===== config.mk =====
export PLATFORM = sky130hd
export DESIGN_NAME = tccs_addr_unit
export DESIGN_NICKNAME = d
export VERILOG_FILES = /design/src/design/tccs_pkg.sv /design/src/design/tccs_addr_unit.sv
export SDC_FILE = /design/constraint.sdc
export NUM_CORES = 1
export LEC_CHECK = 0
export BUFFER_PORTS_ARGS = -buffer_cell sky130_fd_sc_hd__buf_4
export CAP_MARGIN = 20
export CORE_AREA = 5 5 42 44
export DETAILED_ROUTE_END_ITERATION = 8
export DIE_AREA = 0 0 47 49
export GPL_ROUTABILITY_DRIVEN = 0
export SYNTH_ARGS = -nofsm -noshare
export SYNTH_HDL_FRONTEND = slang
export SYNTH_SLANG_ARGS = --single-unit

===== constraint.sdc =====
create_clock -name vclk -period 5.1
set_input_delay 0.51 -clock vclk [all_inputs]
set_output_delay 0.51 -clock vclk [all_outputs]
set_load 0.02 [all_outputs]

===== src/design/tccs_pkg.sv =====
// Package for the text console engine: geometry constants, mode and
// state codes, item, result and screen memory request types.
// No dependencies; every module of the console imports it.
package tccs_pkg;

    // Screen geometry
    localparam int COLUMNS = 80;
    localparam int ROWS    = 25;
    localparam int CELLS   = ROWS * COLUMNS;

    // Field and storage widths
    localparam int ADDR_W = $clog2(CELLS);
    localparam int COL_W  = 7;
    localparam int ROW_W  = 5;
    localparam int CHAR_W = 8;
    localparam int ATTR_W = 8;
    localparam int CELL_W = ATTR_W + CHAR_W;

    // Character and attribute constants
    localparam logic [ATTR_W-1:0] ATTR_RESET   = 8'h0F;
    localparam logic [CHAR_W-1:0] BLANK_CHAR   = 8'h20;
    localparam logic [CHAR_W-1:0] NEWLINE_CHAR = 8'h0A;

    // Item mode codes
    localparam logic [1:0] MODE_PUT    = 2'd0;
    localparam logic [1:0] MODE_DELETE = 2'd1;
    localparam logic [1:0] MODE_READ   = 2'd2;

    // Sequencer states
    typedef enum logic [2:0] {
        ST_CLEAR,
        ST_IDLE,
        ST_EXEC,
        ST_READ_WAIT,
        ST_DEL_WR,
        ST_SCROLL_RD,
        ST_SCROLL_WR,
        ST_BLANK
    } state_t;

    // One input item
    typedef struct packed {
        logic [1:0]        mode;
        logic [CHAR_W-1:0] char_code;
        logic [ROW_W-1:0]  read_row;
        logic [COL_W-1:0]  read_col;
    } item_t;

    // One result item
    typedef struct packed {
        logic [COL_W-1:0]  cursor_col;
        logic [ROW_W-1:0]  cursor_row;
        logic [ADDR_W-1:0] cursor_linear;
        logic [CELL_W-1:0] cell_data;
        logic              scrolled;
    } result_t;

    // Screen memory access from the sequencer
    typedef struct packed {
        logic              wr_en;
        logic [ADDR_W-1:0] wr_addr;
        logic [CELL_W-1:0] wr_data;
        logic              rd_en;
        logic [ADDR_W-1:0] rd_addr;
    } ram_req_t;

endpackage


===== src/design/tccs_addr_unit.sv =====
// Shared address unit: turns a (row, column) pair into a linear cell index.
// Depends on tccs_pkg; used for cell writes, reads and the cursor position.
module tccs_addr_unit (
    input  logic [tccs_pkg::ROW_W-1:0]  row,
    input  logic [tccs_pkg::COL_W-1:0]  col,
    output logic [tccs_pkg::ADDR_W-1:0] lin
);
    import tccs_pkg::*;

    // row * COLUMNS + col, constant multiply
    assign lin = ADDR_W'(row) * ADDR_W'(COLUMNS) + ADDR_W'(col);

endmodule


=== Word-level counts from Yosys, hierarchy flattened ===
Cells that the tools add are included.

* Output and inout bits: 11
* Memories: 0
* Memory bits (writable): 0
* Bits in read-only memories: 0
* Register bits after elaboration: 0
* Bits of input ports: 12
* Logic and storage cells: 2
* Bits in latches: 0

* Order comparisons: 0
* Reduce and logical (&&, ||, !) cells: 0
* Equality and inequality tests: 0
* Multiplexer cells: 0
* Bitwise gates (word level): 0
* Add/sub/neg operators: 1
* Div/mod/pow operators: 0
* Shift operators: 0
* $mul: 1

{| class="wikitable"
|+ Operators by type and width
! operator !! number
|-
| $add 11x7->11 || 1
|-
| $mul 5x3->7 const B || 1
|}

=== Depth between registers and ports, before layout ===
Gate-level depths: netlist (run 1).

* Depth in word-level cells: 2
* Depth in mapped cells: 7
* Gate-level depth less buffers: 7

=== Least setup slack after synthesis (run 1) ===
No wires, ideal clock.

* Kind: in2out
* Start point: in row[1] (netlist name)
* End point: out lin[10] (netlist name)
* Data required time: 4.590 ns
* Setup slack: 2.365 ns
* Arrival: 2.225 ns
* Path buffers: 0
* Cell stages on the path: 7
* Cell sequence: ha_1 -> ha_1 -> fa_1 -> xor2_1 -> nand4_1 -> xnor2_1 -> xnor2_1

* Word-level cells in the longest chain between the ends: 2

{| class="wikitable"
|+ RTL lines
! item !! line !! text
|-
| start: declaration || tccs_addr_unit.sv:4 || <nowiki>input logic [tccs_pkg::ROW_W-1:0] row,</nowiki>
|-
| $mul 5x3->7 || tccs_addr_unit.sv:11 || <nowiki>assign lin = ADDR_W'(row) * ADDR_W'(COLUMNS) + ADDR_W'(col);</nowiki>
|-
| $add 11x7->11 || tccs_addr_unit.sv:11 ||
|-
| end: declaration || tccs_addr_unit.sv:6 || <nowiki>output logic [tccs_pkg::ADDR_W-1:0] lin</nowiki>
|}

Every way passes these cells.

=== Final worst setup path (run 1) ===
Same ends and word-level chain as after synthesis.

==> impl_metrics.yaml, run 1 <==
run_status:
  outcome: "finished clean"
worst_setup_path:
  crit_slowest_cell: "fa_1"
  crit_chain: "buf_4, ha_1, ha_1, fa_1, xor2_1, nand4_1, xnor2_1, xnor2_1, buf_4"
  crit_type: "input port to output port"
  crit_required_ns: 4.59
  end_kind: "output port"
  worstSetupStartpointType: "input port"
  crit_family: "adder cells"
  cp_max_fo: 3
  cpPeakStageDelay_ns: 0.38
  worstPathArrival_ns: 2.36
  critPathBufInv: 2
global_routing:
  grt_use_total_pct: 4.79
  grt_max_degree: 5
  antenna_found_initial: 0
  gr-total-overflow: 0
  grt_pass1_wl_um: 903
  grt_pass1_vias: 240
synth:
  yosys_warnings: 0
  synth_seq_area_share_pct: 0
  syn_nets: 54
  avgSynthCellArea_um2: 9.48
  ys_types: 10
  syn-cell-area_um2: 294
  synthCells: 31
sta:
  relSlewSlack_pct: 84.8
  period_share_pct: 56.4
  tightest_slew_ns: 0.228
  final_hold_viol_count: 0
  slew_violations: 0
  grt_setup_unrepaired: "false"
  finalCriticalPeriod_ns: 2.87
  setup_viol: 0
  setup_tns_ns: 0
  clock.fmax_mhz: 348
cts:
  postCtsSetupBuffers: 0
  cts_hold_buf: 0
  cts_resized: 0
floorplanning:
  die_h_um: 49
  num_rows: 14
  coreArea_um2: 1400
  pin_count: 23
  initial_core_util_pct: 21.0
  fp.dieArea_um2: 2300
  fp.dieW_um: 47
final_layout:
  diodes: 0
  fill_cells: 163
  n_clock_buffer: 0
  area.sequential_um2: 0
  design_area_um2: 397
  seq_cell_count: 0
  drive_above_1_share_pct: 35.7
  area_growth_pct: 34.9
  nets: 67
route:
  via_per_inst: 4.14
  wl_um: 567
  post_drt_wl_per_cell_um: 9.78
  detail-route-antenna-nets: 0
  drc: 0
  drt_first_pass_iters: 2
  via_count: 240
  drt_iter0_drc: 1
power_and_ir_drop:
  vdd_ir_drop_max_v: 0.0000853
  p_per_area_nw_per_um2: 194
  leakage_nw: 0.221
min_path:
  hp-class: "input port to output port"
placed_design:
  portBuffers: 15
  place_area_um2: 397
run:
  drv_cap: 0
## metal layers
metal | vias to the layer above | track usage, % | routed length, µm
li1 | 127 | - | -
met2 | 8 | 7.92 | 272
met5 | - | 0 | 0
met3 | 0 | 0.738 | 70
met4 | 0 | 0 | 0
met1 | 105 | 6.80 | 224
## synth_stat cells, drive strengths merged
cell	instances	area (µm²)
nand4	1	6.26
buf	4	30.0
a21o	3	22.5
nand2	2	7.51
xor2	3	26.3
fa	2	40.0
ha	9	113
a21oi	2	10.0
xnor2	4	35.0
nor2	1	3.75
## path summary, 6_finish.rpt
kind | startpoint | to | slack, ns | depth (start not counted)
hold / removal | col[0] | lin[0] | 1.02 | 0
setup / recovery | row[1] | lin[10] | 2.23 | 9
## final cells by class
type	instances	area [µm²]	share of cell area, %
Tap cell	16	20.0	5.05
Timing Repair Buffer	15	113	28.4
Multi-Input combinational cell	27	264	66.6
## cells by family after synthesis
kind of cell | Yosys count | synth area share, %
buffers and inverters | 4 | 10.2
and+or+nand+nor | 4 | 5.96
xor gates and xnor gates | 7 | 20.9
adders and majority gates | 11 | 51.9
AOI/OAI and AO/OA | 5 | 11.1
## power by group
group,internal (mW),leakage [nW],switching (mW)
logic,0.0364,0.221,0.0404
clock network,0,0,0
registers,0,0,0
## through the flow
| step | util (%) | total power [mW] | hold WS (ns) | instances | setup slack, ns |
|---|---|---|---|---|---|
| after floorplan | - | 0.0527 | 1.13 | 31 | 2.37 |
| after global placement | 28.3 | 0.0766 | 1.02 | 58 | 2.21 |
| after detailed placement | 28.3 | 0.0772 | 1.02 | 58 | 2.21 |
| after CTS | 28.3 | 0.0779 | 1.02 | 58 | 2.20 |
| after global routing | 28.3 | 0.0844 | 1.02 | 58 | 2.08 |
| final | 28.3 | 0.0768 | 1.02 | 58 | 2.23 |
## layout by cell type (no fill, tap or decap)
cell type   n
a21oi_1     2
fa_1        2
nand2_1     2
ha_1        9
xnor2_1     4
xor2_1      3
a21o_1      3
nor2_1      1
buf_4      15
nand4_1     1
Note: power is estimated with default switching activity, not from simulation.
==> inputs of run 2 (changes only) <==
- clock period: 5.1 -> 2.7 ns (I/O delays scaled with it)
==> run 2 against run 1 <==
Global-route usage increased by 0.35 points. Die area is the same. Flip-flop and latch count did not move. Setup slack got worse by 1.9 ns. Cell area did not move. Sequential share of layout area unchanged. Critical path type unchanged. Critical endpoint unchanged. Largest cell class unchanged. Largest power group unchanged.
==> impl_metrics.yaml, run 2 (synthesized netlist as in run 1, its figures left out) <==
route:
  detail-route-antenna-nets: 0
  post_drt_wl_per_cell_um: 9.76
  via_per_inst: 4.17
  drt_first_pass_iters: 2
  drt_iter0_drc: 2
  wl_um: 566
  via_count: 242
  drc: 0
final_layout:
  drive_above_1_share_pct: 35.7
  nets: 67
  fill_cells: 161
  final_common_cell: "buf_4"
  area_growth_pct: 34.9
  area.sequential_um2: 0
  layout_common_cells: "buf_4, ha_1, xnor2_1"
  design_area_um2: 397
  diodes: 0
  seq_cell_count: 0
  n_clock_buffer: 0
sta:
  setup_ws_ns: 0.304
  period_share_pct: 88.7
  grt_setup_unrepaired: "false"
  finalCriticalPeriod_ns: 2.40
  relSlewSlack_pct: 85.7
  setup_tns_ns: 0
  holdWs_ns: 0.540
  setup_viol: 0
  final_hold_viol_count: 0
  clock.fmax_mhz: 417
  tightest_slew_ns: 0.214
  slew_violations: 0
global_routing:
  grt_use_total_pct: 5.14
  antenna_found_initial: 0
  grt_max_degree: 5
  grt_pass1_wl_um: 979
  gr-total-overflow: 0
  grt_pass1_vias: 256
cts:
  cts_resized: 0
  postCtsSetupBuffers: 0
  cts_hold_buf: 0
worst_setup_path:
  worstPathArrival_ns: 2.13
  crit_end: "lin[10]"
  cp_max_fo: 3
  crit_type: "input port to output port"
  worstSetupStartpointType: "input port"
  crit_start: "row[1]"
  end_kind: "output port"
  crit_required_ns: 2.43
min_path:
  hp-class: "input port to output port"
placed_design:
  place_ws_ns: 0.284
  portBuffers: 15
  post-dp-hpwl_um: 531
  place_area_um2: 397
run_status:
  outcome: "finished clean"
run:
  drv_cap: 0
floorplanning:
  pin_count: 23
  coreArea_um2: 1400
  fp.dieArea_um2: 2300
  initial_core_util_pct: 21.0
  num_rows: 14
  fp.dieW_um: 47
  die_h_um: 49
power_and_ir_drop:
  power_mw: 0.145
  vdd_ir_drop_max_v: 0.000152
  p_per_area_nw_per_um2: 364
  leakage_nw: 0.221
==> run 2: cell counts in the layout (fill, tap and decap cells not counted) <==
No cell type changed its count.
==> run 2: power breakdown <==
| group | switching [mW] | internal (mW) | leakage (nW) |
|---|---|---|---|
| Clock | 0 | 0 | 0 |
| Combinational | 0.0763 | 0.0683 | 0.221 |
| Sequential | 0 | 0 | 0 |
==> run 2: how the worst min path moves through the flow <==
stage | start | end | slack [ns] | depth (start not counted)
final | col[0] | lin[0] | 0.54 | 0
after global routing | col[3] | lin[3] | 0.54 | 0
after CTS | col[0] | lin[0] | 0.54 | 0
after detailed placement | col[0] | lin[0] | 0.54 | 0
after global placement | col[0] | lin[0] | 0.54 | 0
after floorplan | col[0] | lin[0] | 0.65 | 1
==> run 2: stage by stage <==
stage | cells | utilization (%)
final | 58 | 28.3
after global routing | 58 | 28.3
after floorplan | 31 | -
after CTS | 58 | 28.3
after global placement | 58 | 28.3
after detailed placement | 58 | 28.3
==> run 2: per-layer routing <==
layer  global-route usage (%)  part of all wire [%]
met1                     7.24                    41
met2                     8.37                    47
met3                     1.11                    12
met4                        0                     0
met5                        0                     0
==> run 2: layout make-up <==
class	count	area [µm²]	area share, %
Timing Repair Buffer	15	113	28.4
Tap cell	16	20.0	5.05
Multi-Input combinational cell	27	264	66.6
==> run 2: critical path, stage by stage <==
cell     delay (ns)
buf_4          0.13
ha_1           0.28
ha_1           0.22
fa_1           0.37
xor2_1         0.22
nand4_1        0.14
xnor2_1        0.20
xnor2_1        0.13
buf_4          0.16
==> inputs of run 3 (changes only) <==
- BUFFER_PORTS_ARGS: -buffer_cell sky130_fd_sc_hd__buf_4 -> unset
- DONT_BUFFER_PORTS: unset -> 1
==> run 3 against run 2 <==
Global-route usage decreased by 0.49 points. Sequential share of layout area is the same. First-iteration DRC count shrank 100%. Core utilization decreased by 7.5 points. Largest power group unchanged.
==> impl_metrics.yaml, run 3 (synthesized netlist as in run 1, its figures left out) <==
cts:
  cts_resized: 0
  postCtsSetupBuffers: 0
  cts_hold_buf: 0
route:
  via_count: 194
  wl_um: 541
  via_per_inst: 4.41
  detail-route-antenna-nets: 0
  drt_first_pass_iters: 1
  post_drt_wl_per_cell_um: 12.3
  drt_iter0_drc: 0
  drc: 0
min_path:
  min-delay-start: "col[0]"
  hp-class: "input port to output port"
  hold_end: "lin[0]"
  hold-path-cell-count: 0
floorplanning:
  fp.dieW_um: 47
  die_h_um: 49
  coreArea_um2: 1400
  initial_core_util_pct: 21.0
  num_rows: 14
  pin_count: 23
  fp.dieArea_um2: 2300
sta:
  setup_tns_ns: 0
  slew_violations: 0
  finalCriticalPeriod_ns: 2.29
  relSlewSlack_pct: 66.9
  holdWs_ns: 0.540
  tightest_slew_ns: 0.493
  period_share_pct: 84.7
  final_hold_viol_count: 0
  clock.fmax_mhz: 437
  grt_setup_unrepaired: "false"
  setup_viol: 0
final_layout:
  postLayoutCoreUtil_pct: 20.8
  layout_common_cells: "ha_1, xnor2_1, a21o_1, xor2_1"
  n_clock_buffer: 0
  final_common_cell: "ha_1"
  diodes: 0
  drive_above_1_share_pct: 3.57
  area_growth_pct: -0.851
  area.sequential_um2: 0
  seq_cell_count: 0
  nets: 53
run_status:
  outcome: "finished clean"
power_and_ir_drop:
  vdd_ir_drop_max_v: 0.000110
  p_per_area_nw_per_um2: 359
  p_switching_mw: 0.0669
  leakage_nw: 0.154
  clockPowerShare_pct: 0
  p_sw_share_pct: 63.9
  intPower_mw: 0.0379
  seqPwrFrac_pct: 0
  p_comb_share_pct: 100.0
worst_setup_path:
  end_kind: "output port"
  cpPeakStageDelay_ns: 0.38
  crit_required_ns: 2.43
  crit_chain: "ha_1, ha_1, fa_1, xor2_1, nand4_1, xnor2_1, xnor2_1, buf_4"
  crit_slowest_cell: "fa_1"
  worstSetupStartpointType: "input port"
  crit_start: "row[1]"
  cp_max_fo: 3
  worstPathArrival_ns: 2.02
  crit_type: "input port to output port"
global_routing:
  use_met1_pct: 5.48
  grt_pass1_vias: 196
  grt_max_degree: 5
  grt_pass1_wl_um: 834
  top_usage_layer: "met2"
  grt_use_total_pct: 4.64
  gr-total-overflow: 0
  use_met2_pct: 7.01
  use_met3_pct: 3.69
  antenna_found_initial: 0
placed_design:
  portBuffers: 0
  post-dp-hpwl_um: 524
run:
  drv_cap: 0
## run 3: changes by cell type in the layout (fill, tap and decap cells not counted)
cell	delta
buf_4	-14
## run 3: worst max-delay path by stage
stage | end | slack, ns | cells after the start
finish | lin[10] | 0.41 | 8
detailed placement | lin[10] | 0.42 | 8
floorplan | lin[10] | 0.45 | 7
global placement | lin[10] | 0.44 | 8
global route | lin[10] | 0.31 | 8
CTS | lin[10] | 0.41 | 8
## run 3: routing by layer
| layer | wire length [µm] | share of wire, % |
|---|---|---|
| met2 | 259 | 48 |
| met1 | 168 | 31 |
| met3 | 114 | 21 |
| met4 | 0 | 0 |
| met5 | 0 | 0 |
## run 3: critical path, delay by kind of cell
| family | cells | cell delay, ns |
|---|---|---|
| XOR/XNOR | 3 | 0.58 |
| adder cells (fa/ha/maj) | 3 | 0.88 |
| buffers and inverters | 1 | 0.16 |
| AND/OR/NAND/NOR | 1 | 0.14 |
## run 3: power groups by stage
stage | Combinational [mW] | Sequential [mW] | Clock (mW)
floorplan | 0.0995 | 0 | 0
global placement | 0.106 | 0 | 0
detailed placement | 0.107 | 0 | 0
CTS | 0.107 | 0 | 0
global route | 0.117 | 0 | 0
finish | 0.105 | 0 | 0
## run 3: metrics by stage
stage / instance area [µm²] / power (mW) / setup slack, ns / cells
floorplan: 294 / 0.0995 / 0.445 / 31
global route: 292 / 0.117 / 0.312 / 44
CTS: 292 / 0.107 / 0.412 / 44
global placement: 292 / 0.106 / 0.438 / 44
detailed placement: 292 / 0.107 / 0.422 / 44
finish: 292 / 0.105 / 0.412 / 44
## run 3: final cells by class
cell class	count	area [µm²]
fillers	162	1110
repair buffers	1	7.51
well taps	16	20.0
multi-input cells	27	264
