===== src/design/tccs_pkg.sv =====
// Package for the text console engine: geometry constants, mode and
// state codes, item, result and screen memory request types.
// No dependencies; every module of the console imports it.
package tccs_pkg;

    // Screen geometry
    localparam int COLUMNS = 80;
    localparam int ROWS    = 25;
    localparam int CELLS   = ROWS * COLUMNS;

    // Field and storage widths
    localparam int ADDR_W = $clog2(CELLS);
    localparam int COL_W  = 7;
    localparam int ROW_W  = 5;
    localparam int CHAR_W = 8;
    localparam int ATTR_W = 8;
    localparam int CELL_W = ATTR_W + CHAR_W;

    // Character and attribute constants
    localparam logic [ATTR_W-1:0] ATTR_RESET   = 8'h0F;
    localparam logic [CHAR_W-1:0] BLANK_CHAR   = 8'h20;
    localparam logic [CHAR_W-1:0] NEWLINE_CHAR = 8'h0A;

    // Item mode codes
    localparam logic [1:0] MODE_PUT    = 2'd0;
    localparam logic [1:0] MODE_DELETE = 2'd1;
    localparam logic [1:0] MODE_READ   = 2'd2;

    // Sequencer states
    typedef enum logic [2:0] {
        ST_CLEAR,
        ST_IDLE,
        ST_EXEC,
        ST_READ_WAIT,
        ST_DEL_WR,
        ST_SCROLL_RD,
        ST_SCROLL_WR,
        ST_BLANK
    } state_t;

    // One input item
    typedef struct packed {
        logic [1:0]        mode;
        logic [CHAR_W-1:0] char_code;
        logic [ROW_W-1:0]  read_row;
        logic [COL_W-1:0]  read_col;
    } item_t;

    // One result item
    typedef struct packed {
        logic [COL_W-1:0]  cursor_col;
        logic [ROW_W-1:0]  cursor_row;
        logic [ADDR_W-1:0] cursor_linear;
        logic [CELL_W-1:0] cell_data;
        logic              scrolled;
    } result_t;

    // Screen memory access from the sequencer
    typedef struct packed {
        logic              wr_en;
        logic [ADDR_W-1:0] wr_addr;
        logic [CELL_W-1:0] wr_data;
        logic              rd_en;
        logic [ADDR_W-1:0] rd_addr;
    } ram_req_t;

endpackage


===== src/design/tccs_ctrl.sv =====
// Console sequencer: cursor state, item decode, scroll and clear sweeps.
// Depends on tccs_pkg; drives the screen memory and the shared address unit.
module tccs_ctrl (
    input  logic                        clk,
    input  logic                        rst_n,
    input  logic                        item_valid,
    input  tccs_pkg::item_t             item,
    output logic                        item_stall,
    input  logic [tccs_pkg::ATTR_W-1:0] attr,
    output tccs_pkg::ram_req_t          ram_req,
    input  logic [tccs_pkg::CELL_W-1:0] rd_data,
    output logic [tccs_pkg::ROW_W-1:0]  addr_row,
    output logic [tccs_pkg::COL_W-1:0]  addr_col,
    input  logic [tccs_pkg::ADDR_W-1:0] addr_lin,
    input  logic                        out_free,
    output logic                        result_load,
    output tccs_pkg::result_t           result
);
    import tccs_pkg::*;

    state_t             state_reg, state_next;
    item_t              item_reg, item_next;
    logic [COL_W-1:0]   cur_col_reg, cur_col_next;
    logic [ROW_W-1:0]   cur_row_reg, cur_row_next;
    logic [ADDR_W-1:0]  sweep_reg, sweep_next;
    logic [CELL_W-1:0]  cell_reg, cell_next;
    logic               scrolled_reg, scrolled_next;
    logic               done_reg, done_next;

    logic               accept;
    logic               is_newline;
    logic [COL_W:0]     col_inc;
    logic [ROW_W:0]     row_inc;
    logic               wrap;
    logic               scroll;
    logic               read_ok;
    logic               sweep_last;

    assign accept     = item_valid && (state_reg == ST_IDLE) && !done_reg;
    assign is_newline = (item_reg.char_code == NEWLINE_CHAR);
    assign col_inc    = {1'b0, cur_col_reg} + (COL_W+1)'(1);
    assign row_inc    = {1'b0, cur_row_reg} + (ROW_W+1)'(1);
    assign wrap       = is_newline || (int'(col_inc) >= COLUMNS);
    assign scroll     = wrap && (int'(row_inc) >= ROWS);
    assign read_ok    = (int'(item_reg.read_row) < ROWS) && (int'(item_reg.read_col) < COLUMNS);
    assign sweep_last = (int'(sweep_reg) == CELLS - 1);

    // Next state
    always_comb
    begin
        state_next = state_reg;
        case (state_reg)
            ST_CLEAR:
            begin
                if (sweep_last)
                begin
                    state_next = ST_IDLE;
                end
            end
            ST_IDLE:
            begin
                if (accept)
                begin
                    state_next = ST_EXEC;
                end
            end
            ST_EXEC:
            begin
                case (item_reg.mode)
                    MODE_PUT:    state_next = scroll ? ST_SCROLL_RD : ST_IDLE;
                    MODE_DELETE: state_next = ST_DEL_WR;
                    MODE_READ:   state_next = read_ok ? ST_READ_WAIT : ST_IDLE;
                    default:     state_next = ST_IDLE;
                endcase
            end
            ST_READ_WAIT: state_next = ST_IDLE;
            ST_DEL_WR:    state_next = ST_IDLE;
            ST_SCROLL_RD: state_next = ST_SCROLL_WR;
            ST_SCROLL_WR:
            begin
                if (int'(sweep_reg) == CELLS - COLUMNS - 1)
                begin
                    state_next = ST_BLANK;
                end
                else
                begin
                    state_next = ST_SCROLL_RD;
                end
            end
            ST_BLANK:
            begin
                if (sweep_last)
                begin
                    state_next = ST_IDLE;
                end
            end
            default: state_next = ST_IDLE;
        endcase
    end

    // Outputs: memory requests, address unit operands, handshake
    always_comb
    begin
        ram_req    = '0;
        addr_row   = cur_row_reg;
        addr_col   = cur_col_reg;
        item_stall = (state_reg != ST_IDLE) || done_reg;
        case (state_reg)
            ST_CLEAR:
            begin
                ram_req.wr_en   = 1'b1;
                ram_req.wr_addr = sweep_reg;
                ram_req.wr_data = '0;
            end
            ST_EXEC:
            begin
                if (item_reg.mode == MODE_READ)
                begin
                    addr_row       = item_reg.read_row;
                    addr_col       = item_reg.read_col;
                    ram_req.rd_en  = read_ok;
                    ram_req.rd_addr = addr_lin;
                end
                else if (item_reg.mode == MODE_PUT && !is_newline)
                begin
                    ram_req.wr_en   = 1'b1;
                    ram_req.wr_addr = addr_lin;
                    ram_req.wr_data = {attr, item_reg.char_code};
                end
            end
            ST_DEL_WR:
            begin
                ram_req.wr_en   = 1'b1;
                ram_req.wr_addr = addr_lin;
                ram_req.wr_data = {attr, BLANK_CHAR};
            end
            ST_SCROLL_RD:
            begin
                ram_req.rd_en   = 1'b1;
                ram_req.rd_addr = sweep_reg + ADDR_W'(COLUMNS);
            end
            ST_SCROLL_WR:
            begin
                ram_req.wr_en   = 1'b1;
                ram_req.wr_addr = sweep_reg;
                ram_req.wr_data = rd_data;
            end
            ST_BLANK:
            begin
                ram_req.wr_en   = 1'b1;
                ram_req.wr_addr = sweep_reg;
                ram_req.wr_data = {attr, BLANK_CHAR};
            end
            default:
            begin
                ram_req = '0;
            end
        endcase
    end

    // Datapath next values
    always_comb
    begin
        item_next     = item_reg;
        cur_col_next  = cur_col_reg;
        cur_row_next  = cur_row_reg;
        sweep_next    = sweep_reg;
        cell_next     = cell_reg;
        scrolled_next = scrolled_reg;
        done_next     = done_reg;
        case (state_reg)
            ST_CLEAR:
            begin
                sweep_next = sweep_last ? '0 : sweep_reg + ADDR_W'(1);
            end
            ST_IDLE:
            begin
                if (accept)
                begin
                    item_next     = item;
                    cell_next     = '0;
                    scrolled_next = 1'b0;
                end
            end
            ST_EXEC:
            begin
                if (item_reg.mode == MODE_PUT)
                begin
                    cur_col_next  = wrap ? '0 : col_inc[COL_W-1:0];
                    if (scroll)
                    begin
                        cur_row_next = ROW_W'(ROWS - 1);
                    end
                    else if (wrap)
                    begin
                        cur_row_next = row_inc[ROW_W-1:0];
                    end
                    scrolled_next = scroll;
                    done_next     = !scroll;
                end
                else if (item_reg.mode == MODE_DELETE)
                begin
                    if (cur_col_reg != '0)
                    begin
                        cur_col_next = cur_col_reg - COL_W'(1);
                    end
                    else if (cur_row_reg != '0)
                    begin
                        cur_row_next = cur_row_reg - ROW_W'(1);
                        cur_col_next = COL_W'(COLUMNS - 1);
                    end
                end
                else
                begin
                    done_next = !(item_reg.mode == MODE_READ && read_ok);
                end
            end
            ST_READ_WAIT:
            begin
                cell_next = rd_data;
                done_next = 1'b1;
            end
            ST_DEL_WR:
            begin
                done_next = 1'b1;
            end
            ST_SCROLL_WR:
            begin
                sweep_next = sweep_reg + ADDR_W'(1);
            end
            ST_BLANK:
            begin
                sweep_next = sweep_last ? '0 : sweep_reg + ADDR_W'(1);
                done_next  = sweep_last;
            end
            default:
            begin
                sweep_next = sweep_reg;
            end
        endcase
        // finished result moves to the output register when it is free
        if (done_reg && out_free)
        begin
            done_next = 1'b0;
        end
    end

    // Result assembly; the address unit sees the cursor while a result waits
    assign result_load          = done_reg && out_free;
    assign result.cursor_col    = cur_col_reg;
    assign result.cursor_row    = cur_row_reg;
    assign result.cursor_linear = addr_lin;
    assign result.cell_data     = cell_reg;
    assign result.scrolled      = scrolled_reg;

    // Control registers
    always_ff @(posedge clk or negedge rst_n)
    begin
        if (!rst_n)
        begin
            state_reg    <= ST_CLEAR;
            cur_col_reg  <= '0;
            cur_row_reg  <= '0;
            sweep_reg    <= '0;
            done_reg     <= 1'b0;
        end
        else
        begin
            state_reg    <= state_next;
            cur_col_reg  <= cur_col_next;
            cur_row_reg  <= cur_row_next;
            sweep_reg    <= sweep_next;
            done_reg     <= done_next;
        end
    end

    // Payload registers
    always_ff @(posedge clk)
    begin
        item_reg     <= item_next;
        cell_reg     <= cell_next;
        scrolled_reg <= scrolled_next;
    end

    // Cursor never leaves the screen
    a_cursor_range: assert property (@(posedge clk) disable iff (!rst_n)
        (int'(cur_col_reg) < COLUMNS) && (int'(cur_row_reg) < ROWS))
        else $error("cursor out of range");

    // Memory never sees a read and a write in one cycle
    a_port_excl: assert property (@(posedge clk) disable iff (!rst_n)
        !(ram_req.wr_en && ram_req.rd_en))
        else $error("read and write in same cycle");

    // A pending result blocks new items until it moves out
    a_done_idle: assert property (@(posedge clk) disable iff (!rst_n)
        done_reg |-> (state_reg == ST_IDLE) && item_stall)
        else $error("pending result outside idle");

    // A scroll always starts its sweep from the top of the screen
    a_scroll_start: assert property (@(posedge clk) disable iff (!rst_n)
        (state_reg == ST_EXEC) && (state_next == ST_SCROLL_RD) |-> (sweep_reg == '0))
        else $error("scroll sweep not at start");

endmodule

===== config.mk =====
export PLATFORM = sky130hd
export DESIGN_NAME = tccs_ctrl
export DESIGN_NICKNAME = d
export VERILOG_FILES = /design/src/design/tccs_pkg.sv /design/src/design/tccs_ctrl.sv
export SDC_FILE = /design/constraint.sdc
export NUM_CORES = 1
export LEC_CHECK = 0
export ABC_AREA = 1
export BUFFER_PORTS_ARGS = -buffer_cell sky130_fd_sc_hd__buf_2
export CAP_MARGIN = 5
export CORE_AREA = 2 2 105 107
export CTS_BUF_LIST = sky130_fd_sc_hd__clkbuf_4
export CTS_CLUSTER_DIAMETER = 150
export DETAILED_ROUTE_END_ITERATION = 7
export DIE_AREA = 0 0 107 109
export PLACE_DENSITY = 0.65
export SYNTH_ARGS = -nofsm -noshare
export SYNTH_HDL_FRONTEND = slang
export SYNTH_SLANG_ARGS = --single-unit

===== constraint.sdc =====
create_clock -name clk -period 3.3 [get_ports clk]
set_input_delay 0.165 -clock clk [delete_from_list [all_inputs] [get_ports clk]]
set_output_delay 0.165 -clock clk [all_outputs]
set_load 0.01 [all_outputs]

=== Word level (Yosys, flattened, before mapping) ===
Cells that the tools add are included.

* Eq/ne operators: 19
* $lt $le $gt $ge: 4
* Reductions and logical operators: 33
* Multiplexer cells: 38
* Add/sub/neg operators: 6

{| class="wikitable"
|+ Operators with widths
! operator !! count
|-
| one-hot mux 28 bit (5 select lines) || 1
|-
| 2-to-1 mux 28 bit || 2
|-
| 2-to-1 mux 7 bit || 7
|-
| 2-to-1 mux 5 bit || 8
|-
| one-hot mux 16 bit (2 select lines) || 1
|-
| one-hot mux 12 bit (2 select lines) || 1
|-
| one-hot mux 11 bit (2 select lines) || 1
|-
| one-hot mux 3 bit (6 select lines) || 1
|-
| 2-to-1 mux 16 bit || 1
|-
| == test 3 bit, second input constant || 4
|-
| 2-to-1 mux 12 bit || 1
|-
| adder 11 x 1 -> 11 bit, second input constant || 1
|-
| adder 11 x 7 -> 11 bit, second input constant || 1
|-
| == test 11 x 7 -> 1 bit, second input constant || 1
|-
| == test 11 x 9 -> 1 bit, second input constant || 1
|-
| 2-to-1 mux 11 bit || 1
|-
| nonzero test 2 bit || 5
|-
| 2-to-1 mux 3 bit || 3
|-
| one-hot mux 3 bit (3 select lines) || 1
|-
| adder 7 x 1 -> 8 bit, second input constant || 1
|-
| == test 8 x 4 -> 1 bit, second input constant || 1
|-
| greater-or-equal comparator 8 x 7 -> 1 bit, second input constant || 1
|-
| AND reduction 2 bit || 4
|-
| logical AND 1 bit || 7
|-
| other kinds (30) || 44
|}

* Output and inout port bits: 94
* Word-level logic and storage cells: 111
* Bits in registers: 66
* Input port bits: 61

=== Depth between registers and ports, before layout ===
Gate-level depths: netlist of run 1.

* Depth in word-level cells: 8
* Gate-level depth with buffers: 13
* Mapped depth without buffers: 13

=== Least setup slack after synthesis of run 1 ===
No wires, ideal clock.

* Kind: reg-to-reg
* Start: register state_reg[1]
* End: register cell_reg[0], enable pin
* Arrival: 2000 ps
* Data required time: 2928 ps
* Path slack: 928 ps
* Cell stages (with the launch flop): 9
* Period minus slack after synthesis: 2372 ps
* Setup time: 372 ps
* Buffers on the path: 1
* Cells stage by stage: dfrtp_1 > buf_2 > nor2_2 > inv_2 > nor2_4 > nand2_2 > nor2_2 > inv_2 > nand2_1

* Longest elaborated chain between the ends: 5
* Elaborated cells on any way between the ends: 7
* Classes of those cells: eq/ne (3); reduce/logical (4)

{| class="wikitable"
|+ Ends and longest elaborated chain
! item !! line !! source
|-
| start, declared || tccs_ctrl.sv:21 || <nowiki>state_t state_reg, state_next;</nowiki>
|-
| start signal, assigned || tccs_ctrl.sv:269 || <nowiki>state_reg <= state_next;</nowiki>
|-
| == test 3 x 1 -> 1 bit || tccs_ctrl.sv:39, tccs_ctrl.sv:171 ||
|-
| logical AND 1 bit (2 in a row) || tccs_ctrl.sv:39 || <nowiki>assign accept = item_valid && (state_reg == ST_IDLE) && !done_reg;</nowiki>
|-
| inequality test 2 bit (no line) || n/a ||
|-
| AND reduction 2 bit (no line) (*) || n/a ||
|-
| end signal, assigned || tccs_ctrl.sv:281 || <nowiki>cell_reg <= cell_next;</nowiki>
|-
| end, declared || tccs_ctrl.sv:26 || <nowiki>logic [CELL_W-1:0] cell_reg, cell_next;</nowiki>
|}

Mark *: on every way between the ends. The rest lies on a longest branch, timed or not.
A chain may end at the register's enable or synchronous reset.

==> metrics.yaml, run 1 <==
worst_clock_skew_ps: 11.6
register_area_um2: 1850
netlist_instances: 524
numClockSinks: 66
drtAntennaViolNets: 0
cts_buffers: 9
largest_reg_flops: 22
ys_dominant_reg_cell: "sky130_fd_sc_hd__edfxtp_1"
cp_data_arrival_time_ps: 2360
netlist.area_leader.share_pct: 28.7
yosys.area_share.simple_pct: 24.9
seq_power_share_pct: 36.3
grt_pass1_vias: 3873
ioPinCount: 155
main_combinational_cell_family_by_area_after_synthesis: "simple AND/OR/NAND/NOR gates"
n_fill_cell: 1040
grt_first_pass_wirelength_mm: 17.8
worst_hold_path_type: "input pin to flip-flop"
detailedRoute.firstIterationViolations: 279
rr_startpoint: "state_reg[1]$_DFFE_PN0P_"
reg2reg_setup_slack_ps: 1110
post_synth.cell_area_avg_um2: 7.79
gr-usage-met2_pct: 34.8
intPower_mw: 2.13
synthesis.nets: 593
timing.setup.tns_ps: 0
timing.fmax_mhz: 396
ff2ff_path_depth: 8
worst_slack_ps: 777
required_time_worst_endpoint_ps: 3130
clock_network_fraction_of_total_power_pct: 13.7
path_clk_slew_ps: 120
critical_path_class: "flip-flop to output pin"
clock_insertion_delay_worst_skew_ps: 410
critical_path.max_stage_delay_ps: 450
gr-max-usage-layer: "met2"
syn-cell-area_um2: 4080
wirelength_mm: 11.5
irDropWorstVdd_v: 0.000369
compound_gate_portion_of_the_synthesized_area_pct: 13.9
gp_routability_congestion: 0.932
yosys_register_bits: 66
cts_buffer_depth: 2
nets: 760
timing_hold_violations_final: 0
maxCapViolCount: 0
critical_path_buf_inv_count: 3
synth_edf_count: 39
critical_path.startpoint_type: "flip-flop"
ys_async_sr_fraction_pct: 40.9
slowest_stage: "sky130_fd_sc_hd__edfxtp_1"
preCtsSetupSlack_ps: 1080
yosysSeqAreaShare_pct: 45.2
multi_input_comb_area_um2: 1740
overall_global_routing_usage_pct: 19.4
cts_post_setup_buffers_inserted: 0
holdPathEnd: "cell_reg[3]$_SDFFCE_PN0P_"
power_density_nw_per_um2: 746
cellLeakagePower_nw: 2.65
p_sw_mw: 1.80
flow.area_growth_from_synthesis_pct: 29.1
whs_path_depth: 3
rsz0062_at_grt: "no"
critPathCaptureType: "output pin"
max_slew_violation_count: 0
placeable_core_region_um2: 10600
use_met3_pct: 2.93
relSlewSlack_pct: 53.1
die_height_um: 109
muxShareOfSynthArea_pct: 0
antenna_cells: 0
min_period_over_period_pct: 76.5
proportion_of_layout_cells_with_a_drive_suffix_above_1_pct: 28.9
synth_adder_area_share_pct: 2.45
synth_common_cells: "sky130_fd_sc_hd__nand2_1, sky130_fd_sc_hd__inv_1, sky130_fd_sc_hd__nor2_1"
synth.distinct_cells: 36
antenna_found_initial: 0
final.min_clock_period_ps: 2520
post_synth_main_area_contributors: "sky130_fd_sc_hd__edfxtp_1, sky130_fd_sc_hd__dfrtp_1, sky130_fd_sc_hd__nand2_1"
first_pass_iters: 5
hold_slack_ps: 55.4
yosys_warnings: 0
cts_tree: "built"
initial_core_util_pct: 38.5
grt_remaining_overflow: 0
grt_util_met1_pct: 23.4
power.share.switching_pct: 45.9
cp_top_family: "simple AND/OR/NAND/NOR gates"
placementRows: 38
holdBufCountCts: 23
place_hpwl_mm: 8.71
status: "completed"
buffer_ports.inserted: 154
hold_path_startpoint: "rd_data[3]"
route.vias.total: 4139
synth_most_common_cell: "sky130_fd_sc_hd__nand2_1"
grt_start_max_net_pins: 28
floorplan.die_area_um2: 11700
cp_max_fo: 12
yosysTopAreaCell: "sky130_fd_sc_hd__edfxtp_1"
critical-path-top-cell-by-count: "sky130_fd_sc_hd__nand2_1"
proportion_of_power_drawn_by_combinational_gates_pct: 50.0
post_drt_via_cell_ratio: 4.95
worst_r2r_endpoint: "cell_reg[5]$_SDFFCE_PN0P_"
setup_viol: 0
detail_route.wl_per_cell_um: 13.8
worst_pin_slew_ps: 702
timing.critical_path.cells: "inv_1 > nand2_1 > nor2_1 > nand2_1 > nand2_1 > inv_1 > o21ai_0 > buf_2"
drc_errors: 0
synthXorXnorAreaFrac_pct: 1.29
cts_htree_levels: 3
clock-root-buffer: "sky130_fd_sc_hd__clkbuf_4"
die-width_um: 107
cts_repair_resize_count: 0
[power by group through the flow]
stage	Sequential [mW]	Combinational, mW	Clock (mW)
after CTS	1.43	1.97	0.551
after detailed placement	1.45	1.94	0
after global placement	1.44	1.91	0
after global routing	1.47	2.19	0.584
final	1.43	1.97	0.537
after floorplan	1.47	1.23	0
[cells by family after synthesis]
logic type	count (synthesis)
AO/OA/AOI/OAI	98
XOR/XNOR	6
adder cells (fa/ha/maj)	8
buffers and inverters	118
flip-flops	66
AND/OR/NAND/NOR	228
[cells in the final DEF, fill, tap and decap left out, types with 6 or more instances in the layout]
master and instances:
sky130_fd_sc_hd__buf_2 154, sky130_fd_sc_hd__nand2_1 105, sky130_fd_sc_hd__inv_1 83, sky130_fd_sc_hd__nor2_1 54, sky130_fd_sc_hd__o21ai_0 44, sky130_fd_sc_hd__edfxtp_1 39, sky130_fd_sc_hd__nand3_1 33, sky130_fd_sc_hd__dfrtp_1 27
sky130_fd_sc_hd__dlygate4sd3_1 23, sky130_fd_sc_hd__o22ai_1 22, sky130_fd_sc_hd__a21oi_1 16, sky130_fd_sc_hd__inv_2 10, sky130_fd_sc_hd__nor3_1 10, sky130_fd_sc_hd__clkbuf_4 9, sky130_fd_sc_hd__ha_1 8, sky130_fd_sc_hd__nand4_1 6
sky130_fd_sc_hd__xor2_1 6
[per-layer routing]
metal | part of all wire (%) | wire length (um)
met1 | 42 | 4870
met2 | 51 | 5870
met3 | 5.0 | 578
met4 | 1.6 | 180
met5 | 0 | 0
[cell type report]
class / count / share of cell area [%]
clock buffer: 9 / 1.28
clock inverter: 7 / 1.33
inverter: 95 / 6.76
multi-input combinational: 340 / 33.0
sequential: 66 / 35.0
tap: 140 / 3.32
timing repair buffer: 179 / 19.3
[how the worst max path moves through the flow]
| stage | start | end | slack (ps) | cells past startpoint |
|---|---|---|---|---|
| 4_1_cts | item_reg[17]$_DFFE_PP_ | ram_req[39] | 770 | 9 |
| 2_1_floorplan | state_reg[1]$_DFFE_PN0P_ | cell_reg[0]$_SDFFCE_PN0P_ | 930 | 8 |
| 3_5_place_dp | state_reg[1]$_DFFE_PN0P_ | cell_reg[1]$_SDFFCE_PN0P_ | 1080 | 8 |
| 3_3_place_gp | state_reg[1]$_DFFE_PN0P_ | cell_reg[14]$_SDFFCE_PN0P_ | 1170 | 8 |
| 5_1_grt | item_reg[21]$_DFFE_PP_ | ram_req[35] | 580 | 8 |
| 6_report | item_reg[21]$_DFFE_PP_ | ram_req[32] | 780 | 8 |
[tightest hold or removal path, delay by kind of cell]
family,cells,cell delay (ps)
buffers and inverters,2,120
and+or+nand+nor,1,80
[metrics by stage]
stage                     util (%)  std cells  instance area (um^2)  power, mW
after detailed placement      46.2        797                  4900       3.39
final                         49.7        836                  5270       3.93
after global routing          49.7        836                  5270       4.25
after CTS                     49.7        836                  5270       3.95
after floorplan                  -        524                  4080       2.71
after global placement        46.2        797                  4900       3.35
No activity file was read; power rests on OpenSTA's default activity.
==> run 2, diff against run 1 <==
- PLACE_DENSITY: 0.65 -> 0.67
- clock period: 3.3 -> 2 ns (I/O delays scaled with it)
==> metrics.yaml, run 2 (synthesized netlist as in run 1, its figures left out) <==
timing_hold_violations_final: 0  # unchanged
min_period_over_period_pct: 100
critical_path_class: "flip-flop to output pin"
reg2reg_setup_slack_ps: 130  # -980 ps
cp_max_fo: 6  # -6
placementRows: 38  # unchanged
postPlaceCellArea_um2: 4960  # +1.2%
status: "finished with violations"
hold_path_startpoint: "item_valid"
cp_data_arrival_time_ps: 1910  # -450 ps
grt_first_pass_wirelength_mm: 18.6  # +4.1%
max_slew_violation_count: 0  # unchanged
grt_pass1_vias: 3978  # +2.7%
place_hpwl_mm: 8.68  # -0.33%
leading_cell_types_in_the_layout_fill_and_taps_excluded: "sky130_fd_sc_hd__buf_2, sky130_fd_sc_hd__nand2_1, sky130_fd_sc_hd__inv_1"
drtAntennaViolNets: 0  # unchanged
wirelength_mm: 12.3  # +6.8%
timing.critical_path.cells: "inv_2 > nand3_4 > nor2_4 > buf_4 > clkinvlp_4 > o32ai_1 > buf_2"
critical_path.startpoint_type: "flip-flop"
cts_htree_levels: 3  # unchanged
ff2ff_path_depth: 10  # +2
slowest_stage: "sky130_fd_sc_hd__dfrtp_1"
grt_remaining_overflow: 0  # unchanged
critical_path.max_stage_delay_ps: 450  # about the same
final_common_cell: "sky130_fd_sc_hd__buf_2"
antenna_found_initial: 0  # unchanged
placeable_core_region_um2: 10600  # unchanged
overall_global_routing_usage_pct: 20.3  # +0.87 points
path_clk_slew_ps: 120  # about the same
first_pass_iters: 5  # unchanged
worst_clock_skew_ps: 14.2  # +2.66 ps
drc_errors: 0  # unchanged
ioPinCount: 155  # unchanged
cellLeakagePower_nw: 2.84  # +6.9%
worst_pin_slew_ps: 681  # -20.4 ps
critPathCaptureType: "output pin"
detailedRoute.firstIterationViolations: 352  # +26%
required_time_worst_endpoint_ps: 1900  # -1230 ps
worst_slack_ps: -6.33  # -783 ps
flow.area_growth_from_synthesis_pct: 39.7
gp_routability_congestion: 0.916  # -1.7%
route.vias.total: 4323  # +4.4%
irDropWorstVdd_v: 0.000646  # +75%
timing.fmax_mhz: 498
relSlewSlack_pct: 54.6  # +1.5 points
largest_reg_flops: 22  # unchanged
die_height_um: 109  # unchanged
cts_buffer_depth: 2  # unchanged
worst_hold_path_type: "input pin to flip-flop"
proportion_of_layout_cells_with_a_drive_suffix_above_1_pct: 33.0  # +4.1 points
die-width_um: 107  # unchanged
post_drt_via_cell_ratio: 4.95  # about the same
worst_r2r_endpoint: "cur_row_reg[1]$_DFFE_PN0P_"
antenna_cells: 0  # unchanged
preCtsSetupSlack_ps: 64.0  # -1020 ps
rsz0062_at_grt: "yes"
final_cell_area_um2: 5710  # +8.2%
whs_path_depth: 5  # +2
maxCapViolCount: 0  # unchanged
clock-root-buffer: "sky130_fd_sc_hd__clkbuf_4"
initial_core_util_pct: 38.5  # unchanged
clock_insertion_delay_worst_skew_ps: 430  # +20 ps
cts_tree: "built"
floorplan.die_area_um2: 11700  # unchanged
holdPathEnd: "scrolled_reg$_SDFFCE_PN0P_"
power_density_nw_per_um2: 1230  # +64%
buffer_ports.inserted: 154  # unchanged
final.min_clock_period_ps: 2010
detail_route.wl_per_cell_um: 14.1  # +2.2%
grt_start_max_net_pins: 28  # unchanged
violations_in_the_final_reports: "setup timing"
postLayoutCoreUtil_pct: 53.8  # +4.1 points
numClockSinks: 66  # unchanged
nets: 797  # +4.9%
rr_startpoint: "cur_col_reg[0]$_DFFE_PN0P_"
setup_viol: 2  # +2
cts_buffers: 9  # unchanged
run 2: cell types whose count changed in the layout (fill, tap and decap cells not counted), moves of 3 or more:
cell,change
sky130_fd_sc_hd__dlygate4sd3_1,+17
sky130_fd_sc_hd__buf_4,+16
sky130_fd_sc_hd__nand2_1,-6
sky130_fd_sc_hd__inv_1,-5
sky130_fd_sc_hd__nand2_4,+4
sky130_fd_sc_hd__clkinvlp_4,+3
sky130_fd_sc_hd__dfrtp_1,-3
sky130_fd_sc_hd__dfrtp_2,+3
sky130_fd_sc_hd__nor2_1,-3
sky130_fd_sc_hd__nor2_4,+3
run 2: stage by stage:
step | std cells | hold WS (ps) | TNS (ps) | power [mW]
global placement | 804 | 167 | 0 | 5.62
CTS | 865 | 172 | 0 | 6.90
global route | 873 | 213 | -2330 | 7.54
floorplan | 524 | -196 | 0 | 4.47
detailed placement | 804 | 168 | 0 | 5.67
finish | 873 | 201 | -6.37 | 7.00
run 2: repair_timing:
action                     4_1_cts  5_1_grt
gates cloned                     1        2
hold endpoints to repair        66        0
pin swaps                        1        5
hold buffers                    40        0
setup endpoints to repair       34       48
setup buffers                    4        6
gates resized for setup         13       20
run 2: worst max-delay path, delay by kind of cell, from the launching register on:
kind	cells	cell delay (ps)
DFF	1	450
and+or+nand+nor	2	310
AOI/OAI and AO/OA	1	140
buffers and inverters	4	580
run 2: worst max-delay path by stage:
stage,end,slack (ps),start
floorplan,cell_reg[0]$_SDFFCE_PN0P_,50,state_reg[1]$_DFFE_PN0P_
global placement,ram_req[31],110,item_reg[17]$_DFFE_PP_
detailed placement,ram_req[39],60,item_reg[17]$_DFFE_PP_
CTS,ram_req[37],10,state_reg[1]$_DFFE_PN0P_
global route,ram_req[8],-100,state_reg[0]$_DFFE_PN0P_
finish,ram_req[8],-6,state_reg[0]$_DFFE_PN0P_
run 2: where the power goes:
group | leakage [nW] | switching, mW | total, mW | internal [mW]
clock network | 0.0835 | 0.534 | 1.04 | 0.504
registers | 0.701 | 0.362 | 2.34 | 1.98
logic | 2.05 | 2.28 | 3.62 | 1.34
total | 2.84 | 3.17 | 7.00 | 3.82
run 2: layout make-up:
class	count	area, um^2
Fill cell	997	4900
Sequential cell	66	1850
Multi-Input combinational cell	340	1810
Timing Repair Buffer	213	1320
Inverter	95	369
Tap cell	140	175
Clock inverter	7	93.8
Clock buffer	9	67.6
Timing Repair inverter	3	21.3
run 2: routing by layer:
metal	global-route usage, %	vias to the layer above	share of wire [%]
li1	-	2133	-
met1	24.1	1987	41
met2	36.5	178	52
met3	3.29	25	5.6
met4	8.53	0	2.1
met5	0	-	0
==> run 3, diff against run 2 <==
- PLACE_DENSITY: 0.67 -> 0.65
- clock period: 2 -> 1.9 ns (I/O delays scaled with it)
==> metrics.yaml, run 3 (synthesized netlist as in run 1, its figures left out) <==
clock_insertion_delay_worst_skew_ps: 430  # about the same
clock_network_fraction_of_total_power_pct: 13.8  # -1.0 points
wirelength_mm: 12.7  # +3.8%
final_common_cell: "sky130_fd_sc_hd__buf_2"
postLayoutCoreUtil_pct: 57.8  # +4.0 points
status: "finished with violations"
critical_path.max_stage_delay_ps: 430  # -20 ps
setup_viol: 30  # +28
proportion_of_power_drawn_by_combinational_gates_pct: 54.8  # +3.1 points
cp_max_fo: 6  # unchanged
finish.cell_count_without_fillers: 894  # +2.4%
detail_route.wl_per_cell_um: 14.3  # +1.3%
grt_remaining_overflow: 0  # unchanged
grt_pass1_vias: 4182  # +5.1%
leading_cell_types_in_the_layout_fill_and_taps_excluded: "sky130_fd_sc_hd__buf_2, sky130_fd_sc_hd__nand2_1, sky130_fd_sc_hd__inv_1"
final_cell_area_um2: 6130  # +7.5%
overall_global_routing_usage_pct: 20.8  # +0.53 points
critPathCaptureType: "output pin"
path_clk_slew_ps: 110  # about the same
cts_tree: "built"
cts_buffers: 9  # unchanged
timing_hold_violations_final: 0  # unchanged
final.min_clock_period_ps: 2000
p_sw_mw: 3.50  # +10%
violations_in_the_final_reports: "setup timing"
critical-path-top-cell-by-count: "sky130_fd_sc_hd__nand2_4"
largest_reg_flops: 22  # unchanged
drtAntennaViolNets: 0  # unchanged
grt_start_max_net_pins: 28  # unchanged
first_pass_iters: 5  # unchanged
drc_errors: 0  # unchanged
gp_routability_congestion: 0.895  # -2.3%
slowest_stage: "sky130_fd_sc_hd__edfxtp_1"
timing.fmax_mhz: 501
critical_path.startpoint_type: "flip-flop"
critical_path_class: "flip-flop to output pin"
clock-root-buffer: "sky130_fd_sc_hd__clkbuf_4"
worst_slack_ps: -96.4  # -90.1 ps
cts_htree_levels: 3  # unchanged
die-width_um: 107  # unchanged
proportion_of_layout_cells_with_a_drive_suffix_above_1_pct: 40.1  # +7.0 points
floorplan.die_area_um2: 11700  # unchanged
ioPinCount: 155  # unchanged
placedCellCount: 808  # +0.50%
cp_data_arrival_time_ps: 1900  # about the same
placeable_core_region_um2: 10600  # unchanged
grt_util_met1_pct: 24.7  # +0.68 points
max_slew_violation_count: 0  # unchanged
seq_power_share_pct: 31.5  # -1.9 points
gr-max-usage-layer: "met2"
irDropWorstVdd_v: 0.000688  # +6.4%
antenna_cells: 0  # unchanged
relSlewSlack_pct: 54.5  # about the same
timing.critical_path.cells: "inv_2 > nand2_4 > nor2_4 > nand2_4 > nand2_4 > clkinvlp_4 > o22ai_1 > buf_2"
cellLeakagePower_nw: 3.02  # +6.4%
flow.area_growth_from_synthesis_pct: 50.2
grt_first_pass_wirelength_mm: 19.2  # +3.3%
post_drt_via_cell_ratio: 5.01  # +1.1%
worst_hold_path_type: "input pin to flip-flop"
gr-usage-met2_pct: 36.8  # +0.32 points
die_height_um: 109  # unchanged
intPower_mw: 4.33  # +13%
placementRows: 38  # unchanged
worst_pin_slew_ps: 682  # +0.775 ps
min_period_over_period_pct: 105
worst_clock_skew_ps: 14.3  # +0.0438 ps
required_time_worst_endpoint_ps: 1800  # -100 ps
place_hpwl_mm: 8.76  # +0.91%
power.share.switching_pct: 44.7  # -0.69 points
nets: 818  # +2.6%
cts_buffer_depth: 2  # unchanged
detailedRoute.firstIterationViolations: 247  # -30%
initial_core_util_pct: 38.5  # unchanged
totalPowerFinal_mw: 7.83  # +12%
rsz0062_at_grt: "yes"
buffer_ports.inserted: 154  # unchanged
use_met3_pct: 3.41  # +0.12 points
antenna_found_initial: 0  # unchanged
postPlaceCellArea_um2: 5000  # +0.71%
maxCapViolCount: 0  # unchanged
numClockSinks: 66  # unchanged
route.vias.total: 4475  # +3.5%
power_density_nw_per_um2: 1280  # +4.1%
run 3: through the flow:
step / worst slack [ps] / TNS (ps) / hold WS [ps]
2_1_floorplan: 1.70 / 0 / -201
3_3_place_gp: 116 / 0 / 186
3_5_place_dp: 73.8 / 0 / 185
4_1_cts: -42.3 / -428 / 176
5_1_grt: -165 / -4790 / 213
6_report: -96.4 / -1470 / 184
run 3: power by group through the flow:
stage	Sequential [mW]	Clock, mW	Combinational, mW
detailed placement	2.50	0	3.53
finish	2.46	1.08	4.29
CTS	2.44	1.10	3.91
global placement	2.49	0	3.50
global route	2.53	1.14	4.71
floorplan	2.55	0	2.17
run 3: worst max-delay path: cells and delay by family (launching register included):
kind | cells | cell delay, ps
buffers and inverters | 3 | 470
AO/OA/AOI/OAI | 1 | 190
AND/OR/NAND/NOR | 4 | 390
flip-flops | 1 | 430
run 3: area by class of cell:
type,count,area [um^2]
multi-input combinational,340,2000
fill,956,4470
timing repair buffer,236,1560
timing repair inverter,1,7.51
clock buffer,9,67.6
tap,140,175
clock inverter,7,93.8
sequential,66,1850
inverter,95,373
run 3: worst paths after layout:
kind / from / cells after the start / slack, ps / endpoint
worst max-delay path: item_reg[21]$_DFFE_PP_ / 8 / -100 / ram_req[29]
max in group asynchronous: rst_n / 2 / 1170 / cur_row_reg[1]$_DFFE_PN0P_
worst min-delay path: item_valid / 5 / 180 / scrolled_reg$_SDFFCE_PN0P_
worst max register to register: cur_col_reg[1]$_DFFE_PN0P_ / 10 / 90 / cur_row_reg[0]$_DFFE_PN0P_
min in group asynchronous: rst_n / 2 / 240 / state_reg[0]$_DFFE_PN0P_
worst min register to register: sweep_reg[0]$_DFFE_PN0P_ / 1 / 530 / sweep_reg[0]$_DFFE_PN0P_
run 3: repair_timing:
action                                 CTS  global route
pin swaps                                8            11
endpoints found under the hold margin   66             0
gates cloned                             3             1
hold buffers                            40             0
setup endpoints to repair               50            63
buffers inserted                        14            13
gates resized for setup                 37            67
run 3: per-layer routing:
metal	up-vias	wire [um]
li1	2173	-
met1	2097	5190
met2	174	6610
met3	31	655
met4	0	286
met5	-	0
